==> src/rtl/sgs_pkg.sv <==
`timescale 1ns / 1ps
// ----------------------------------------------------------------------------
// sgs_pkg - shared definitions for the Savitzky-Golay smoother
// Default sizes, register reset values, register index codes and the
// coefficient set selector used by the tap cells and the top level.
// ----------------------------------------------------------------------------
package sgs_pkg;

   // Default sizes handed to the top level parameters
   localparam int DEF_MAX_HALF_WIDTH = 12;
   localparam int DEF_SAMPLE_BITS    = 32;
   localparam int DEF_COEF_FRAC_BITS = 16;

   // Samples-seen counter, saturating
   localparam int                 COUNT_W   = 17;
   localparam logic [COUNT_W-1:0] COUNT_MAX = '1;

   // Configuration port
   localparam int                 CFG_W         = 8;
   localparam int                 DEGREE_W      = 3;
   localparam int                 CSR_INDEX_W   = 1;
   localparam logic [CFG_W-1:0]   POINTS_RESET  = 8'd5;
   localparam logic [DEGREE_W-1:0] DEGREE_RESET = 3'd2;

   typedef enum logic [CSR_INDEX_W-1:0] {
      CSR_WINDOW_POINTS = 1'b0,
      CSR_POLY_DEGREE   = 1'b1
   } csr_index_type;

   // Coefficient families: degrees 0-1, 2-3 and 4-7
   localparam int NUM_COEF_SETS = 3;

   typedef enum logic [1:0] {
      SET_FLAT,
      SET_QUAD,
      SET_QUART
   } coef_set_type;

endpackage

==> src/rtl/sgs_tap_cell.sv <==
`timescale 1ns / 1ps
// ----------------------------------------------------------------------------
// sgs_tap_cell - one tap of the smoothing window
// Holds one delay-line sample, passes it to the next cell on each accepted
// item and registers the product of the incoming sample with its weight.
// ----------------------------------------------------------------------------
module sgs_tap_cell #(
   parameter int  TAP            = 0,
   parameter int  MAX_HALF_WIDTH = sgs_pkg::DEF_MAX_HALF_WIDTH,
   parameter int  SAMPLE_BITS    = sgs_pkg::DEF_SAMPLE_BITS,
   parameter int  COEF_FRAC_BITS = sgs_pkg::DEF_COEF_FRAC_BITS,
   localparam int HW_W           = $clog2(MAX_HALF_WIDTH + 1),
   localparam int COEF_W         = COEF_FRAC_BITS + 2,
   localparam int PROD_W         = SAMPLE_BITS + COEF_W
) (
   input  logic                      clock,
   input  logic                      reset,
   input  logic                      shift_en,
   input  logic                      clear,
   input  logic                      load_en,
   input  logic [HW_W-1:0]           half_width,
   input  sgs_pkg::coef_set_type     coef_set,
   input  logic signed [SAMPLE_BITS-1:0] x_in,
   output logic signed [SAMPLE_BITS-1:0] x_out,
   output logic signed [PROD_W-1:0]  prod_out
);

   logic signed [COEF_W-1:0]      coef_rom [MAX_HALF_WIDTH+1][sgs_pkg::NUM_COEF_SETS];
   logic signed [COEF_W-1:0]      coef;
   logic signed [SAMPLE_BITS-1:0] delay_ff;
   logic signed [SAMPLE_BITS-1:0] delay_in;
   logic signed [PROD_W-1:0]      prod_ff;
   logic signed [PROD_W-1:0]      prod_in;

   // Weight table for this tap position, one entry per half-width and set.
   // Half-width zero never occurs after clamping.
   for (genvar s = 0; s < sgs_pkg::NUM_COEF_SETS; s++) begin : g_unused
      assign coef_rom[0][s] = '0;
   end

   for (genvar mi = 1; mi <= MAX_HALF_WIDTH; mi++) begin : g_hw
      for (genvar s = 0; s < sgs_pkg::NUM_COEF_SETS; s++) begin : g_set
         localparam longint MM = longint'(mi);
         localparam longint II = longint'((TAP - mi) * (TAP - mi));
         localparam longint M2 = MM * MM;
         localparam longint NUM_RAW =
            (s == int'(sgs_pkg::SET_FLAT)) ? 64'sd1 :
            (s == int'(sgs_pkg::SET_QUAD)) ? 3 * (3 * MM * (MM + 1) - 1 - 5 * II) :
            15 * ((15 * M2 * M2 + 30 * M2 * MM - 35 * M2 - 50 * MM + 12)
                  - 35 * (2 * M2 + 2 * MM - 3) * II + 63 * II * II);
         localparam longint DEN_RAW =
            (s == int'(sgs_pkg::SET_FLAT)) ? 2 * MM + 1 :
            (s == int'(sgs_pkg::SET_QUAD)) ? (4 * M2 - 1) * (2 * MM + 3) :
            4 * (4 * M2 - 1) * (4 * M2 - 9) * (2 * MM + 5);
         localparam longint NUM = (DEN_RAW < 0) ? -NUM_RAW : NUM_RAW;
         localparam longint DEN = (DEN_RAW < 0) ? -DEN_RAW : DEN_RAW;
         localparam longint SC  = NUM * (longint'(1) <<< COEF_FRAC_BITS);
         // rounded half away from zero
         localparam longint CQ  = (SC >= 0) ? (SC + DEN / 2) / DEN
                                            : -((-SC + DEN / 2) / DEN);
         localparam longint CW  = (TAP > 2 * mi) ? 64'sd0 : CQ;
         assign coef_rom[mi][s] = COEF_W'(CW);
      end
   end

   assign coef = coef_rom[half_width][coef_set];

   // Delay-line stage
   assign delay_in = clear ? '0 : x_in;

   always_ff @(posedge clock) begin
      if (reset) begin
         delay_ff <= '0;
      end else if (shift_en) begin
         delay_ff <= delay_in;
      end
   end

   // Weighted tap, registered
   assign prod_in = x_in * coef;

   always_ff @(posedge clock) begin
      if (load_en) begin
         prod_ff <= prod_in;
      end
   end

   assign x_out    = delay_ff;
   assign prod_out = prod_ff;

endmodule

==> config.mk <==
export PLATFORM = sky130hd
export DESIGN_NAME = sgs_tap_cell
export DESIGN_NICKNAME = d
export VERILOG_FILES = /design/src/rtl/sgs_pkg.sv /design/src/rtl/sgs_tap_cell.sv
export SDC_FILE = /design/constraint.sdc
export NUM_CORES = 2
export LEC_CHECK = 0
export ABC_CLOCK_PERIOD_IN_PS = 23300
export BUFFER_PORTS_ARGS = -buffer_cell sky130_fd_sc_hd__clkbuf_2
export CORE_MARGIN = 8
export CORE_UTILIZATION = 50
export CTS_CLUSTER_SIZE = 16
export DETAILED_ROUTE_END_ITERATION = 10
export PLACE_DENSITY_LB_ADDON = 0.15
export SLEW_MARGIN = 20
export SYNTH_ARGS = -nofsm -noshare
export SYNTH_HDL_FRONTEND = slang
export SYNTH_SLANG_ARGS = --single-unit
==> constraint.sdc <==
create_clock -name clock -period 23.3 [get_ports clock]
set_input_delay 5.825 -clock clock [delete_from_list [all_inputs] [get_ports clock]]
set_output_delay 5.825 -clock clock [all_outputs]
set_load 0.01 [all_outputs]
# == Word level (Yosys, flattened, before mapping) ==
# Memories as Yosys holds them, arrays and structs flattened.
# Cells that the tools add are included.
# totals
romBits,864
in_bits,43
n_memories,1
output_inout_bits,82
register_bits,82
wordCells,14
# classes
n_bitwise,2
n_mul,1
muxes,6
order_cmp,2
# memory_table
name,depth,word_bits,rd,rd_clocked_by_memory_dff,write_ports,line,text
(no name shown),16,54,1,0,0,sgs_tap_cell.sv:66,assign coef = coef_rom[half_width][coef_set];
# op_table
op,count
$mux W54,2
$mul A32 B18 Y50,1
$bmux W18 S2,1
$mux W18,2
$mux W32,1
$ge A5 B5 Y1 const B,1
$not A4 Y5,1
$ge A3 B3 Y1 const B,1
$not A2 Y3,1

# == Logic depth before layout (Yosys ltp) ==
# depth
word_depth,8
mapped_depth,33
depth_no_buf,30

# == Worst setup path after synthesis ==
# OpenSTA, ideal clock, no wires.
# synth_path
kind,input to register
start,in half_width[1]
end,"reg prod_ff[49] (netlist: prod_out[49]), data pin"
n_path_buf,4
cell_stages,28
setup_slack_ns,10.540
setup_ns,0.262
required_ns,23.038
t_arrival_ns,12.498
path_cell_list,buf_2 -> inv_1 -> ha_1 -> clkbuf_1 -> nor2_1 -> mux4_2 -> o22ai_1 -> clkbuf_1 -> nand2_1 -> fa_1 -> inv_1 -> fa_1 -> ha_1 -> inv_1 -> fa_1 -> inv_1 -> fa_1 -> fa_1 -> ha_1 -> clkbuf_1 -> a21o_1 -> a21o_1 -> a21oi_1 -> o21ai_0 -> a221oi_1 -> o21a_1 -> o31ai_1 -> xnor2_1
# synth_via
elab_chain_len,8
# synth_rtl
element,line,text
start: declaration,sgs_tap_cell.sv:21,"input logic [HW_W-1:0] half_width,"
$not A4 Y5 (not written as such),sgs_tap_cell.sv:66,
$mem_v2 Z16 W54,--,
$mux W54 (not written as such) (2 in a row),sgs_tap_cell.sv:66,
$bmux W18 S2,sgs_tap_cell.sv:66,
$mux W18 (not written as such) (2 in a row),sgs_tap_cell.sv:66,
$mul A32 B18 Y50,sgs_tap_cell.sv:80,assign prod_in = x_in * coef;
via prod_in[49],sgs_tap_cell.sv:33,logic signed [PROD_W-1:0] prod_in;
end signal: assignment,sgs_tap_cell.sv:84,prod_ff <= prod_in;
end: declaration,sgs_tap_cell.sv:32,logic signed [PROD_W-1:0] prod_ff;
# The timed path passes the listed nets, and every way through them passes these cells. The select of a mux whose other input is x is not followed.
# A chain may end at the register's enable or synchronous reset.

# == Worst setup path in the final report ==
# layout_path
start,in half_width[2]
end,"reg prod_ff[44] (netlist: prod_out[44]), data pin"
# Same word-level chain as after synthesis.

==> metrics.txt <==
Tcrit/Tclk final 61.89%; Async SR Flop Fraction 0%; syn_nets approximately 3300; Final Critical Period 14420 ps; endpoints failing hold 0; top cell type's share of synthesized area a little under half; root buffer cell clkbuf_16; Arr. time, crit path approximately 15000 ps; IO Pins 125; crit start category input pin; setup TNS 0 ps; Yosys warnings 0; CP Max Fanout 39; antenna violations before repair 2; Yosys top cell by area fa_1; dpl ws 8528 ps; fraction of layout cells with a size suffix above 1 7.644%; drt first-iter violations 758; core outline area approximately 47000 µm²; Synth cell types 71; Congestion Overflow GR 0; DRC 0; compound-gate portion of the synthesized area 6.828%; Mapped Cells 2542; std cell rows 79; Max Clk Rate 69.35 MHz; die area 54300 µm²; Via density 5.358; clk buf depth 2; fin. max-slew vios 0; Post-DP HPWL between 40000 and 50000 µm; Worst Slack Setup Final 8880 ps; Area contributors post-synth fa_1 46%, inv_1 9.2%, and2_1 7.9%, ha_1 7.2%, edfxtp_1 6.4%; Starting Density 50.58%; FF+latch count, synth a little over 80; setup bufs post-CTS 0; hold bufs inserted after CTS 0; commonest cells in the netlist 575 x inv_1, 540 x fa_1, 297 x and2_1; TritonRoute pass-1 iters 5; # setup viols final 0; clk_skew 0 ps; IO Port Bufs 124; Syn Area/Cell 9.263 µm²; via count between 15000 and 20000; Clock Pin Slew Worst Setup and Hold Paths about 70 ps; count leader, synth inv_1; first-pass GRT wire length about 100000 µm; CTS tree yes; mux cell area share after synthesis 0.2232%; post-synthesis sequential area ratio 9.097%; status complete, no violations; EDFF count, synth 50; vias in the first global route 19187; top_reg_cell synth edfxtp_1; crit end category flop; H-Tree Depth 3; Syn-to-layout area delta 5.993%; CTS Buf Count 9; Sink Count 82; largest net degree at the start of global routing 65; Max Cap Viol 0; Setup CP Type in -> reg; Crit path required time 23450 ps; largest family of logic cells by synthesized area adder cells; Worst-Skew Late Latency approximately 400 ps; synthesized cell area ~24000 µm²; Post-Synth XOR/XNOR Area between 2 and 2.5%; n_diodes 0; routed wire length 62410 µm; WL/cell 19.68 µm; Adder-Cell Fraction of Synth Area between 50% and 60%; Die X 233.0 µm; nets 3278; unrepaired setup endpoints after global routing false; Global Route Usage Sum 24.39%; placer congestion estimate approximately 0.93; Slew @ Worst Pin between 1000 and 1500 ps; Worst Hold Class reg -> reg; Fill cells 4296; die height 233.0 µm; # resized after CTS 0; relative slew slack 30.74%; FF-to-FF setup slack 22680 ps; DRT antenna net count 0; Synth Area in Simple Gates between 10% and 20%
## path summary, 6_finish.rpt
check                             start                endpoint  cells after the start
setup / recovery          half_width[2]  prod_out[44]$_DFFE_PP_                     25
hold / removal    x_out[7]$_SDFFE_PP0P_   x_out[7]$_SDFFE_PP0P_                      2
setup reg to reg  x_out[2]$_SDFFE_PP0P_   x_out[2]$_SDFFE_PP0P_                      2
hold reg to reg   x_out[7]$_SDFFE_PP0P_   x_out[7]$_SDFFE_PP0P_                      2
## metal layers
metal / up-vias / track usage [%] / share of wire [%]
met5: - / 0 / 0.019
met4: 2 / 8.895 / 3.1
met3: 121 / 4.397 / 5.5
met2: 464 / 43.53 / 52
met1: 8816 / 29.15 / 39
li1: 7587 / - / -
## placed cells by master, fill, tap and decap left out, types with 9 or more instances in the layout
cell / n
a21o_1: 31
a21oi_1: 92
and2_1: 297
buf_4: 14
clkbuf_16: 9
clkbuf_2: 124
dfxtp_1: 32
edfxtp_1: 50
fa_1: 540
ha_1: 136
inv_1: 575
nand2_1: 249
nand2b_1: 44
nand3_1: 10
nand3b_1: 33
nor2_1: 83
o21a_1: 9
o21ai_0: 29
xnor2_1: 49
xor2_1: 17
## registers in the layout, summed over array words and instances (netlist names)
register	flops
prod_out	50
x_out	32
## critical path, stage by stage
cell and delay [ps]:
clkbuf_2 470, inv_2 260, ha_1 270, a21o_1 180, buf_4 250, inv_1 810
a31o_2 720, and2_1 240, fa_1 440, fa_1 480, fa_1 570, fa_1 440
fa_1 500, inv_1 50, fa_1 480, inv_1 40, ha_1 390, nand3_1 210
nor3_1 360, nand2_1 130, a211oi_2 500, o21ai_2 150, a311oi_2 350, a41oi_1 210
xnor2_1 170
## through the flow
step / area, µm² / instances / hold slack (ps) / utilization, %
after CTS: 24930 / 3170 / 472.3 / 53.55
final: 24960 / 3171 / 468.5 / 53.61
after global routing: 24960 / 3171 / 484.9 / 53.61
after global placement: 24600 / 3154 / 454.2 / 52.84
after floorplan: 23550 / 2542 / 483.8 / -
after detailed placement: 24600 / 3154 / 460.0 / 52.84
## logic make-up (layout without fill, tap and decap cells)
group | count (synthesis) | in the layout
and+or+nand+nor | 750 | 750
buffers and inverters | 711 | 733
adders and majority gates | 680 | 680
AOI/OAI and AO/OA | 249 | 249
DFF | 82 | 82
xor gates and xnor gates | 66 | 66
muxes | 4 | 4
## cell type report
class                           instances  area (µm²)  share of cell area [%]
Tap cell                              607       759.5                   3.043
Sequential cell                        82        2142                   8.582
Multi-Input combinational cell       1749       18800                   75.34
Clock buffer                            9       225.2                  0.9023
Timing Repair Buffer                  139       753.2                   3.018
Inverter                              578        2170                   8.693
Clock inverter                          7       106.4                  0.4261
Power is left out: the tool's default activity adds up to more than one toggle a clock period on the data nets, which glitch-free logic cannot reach.
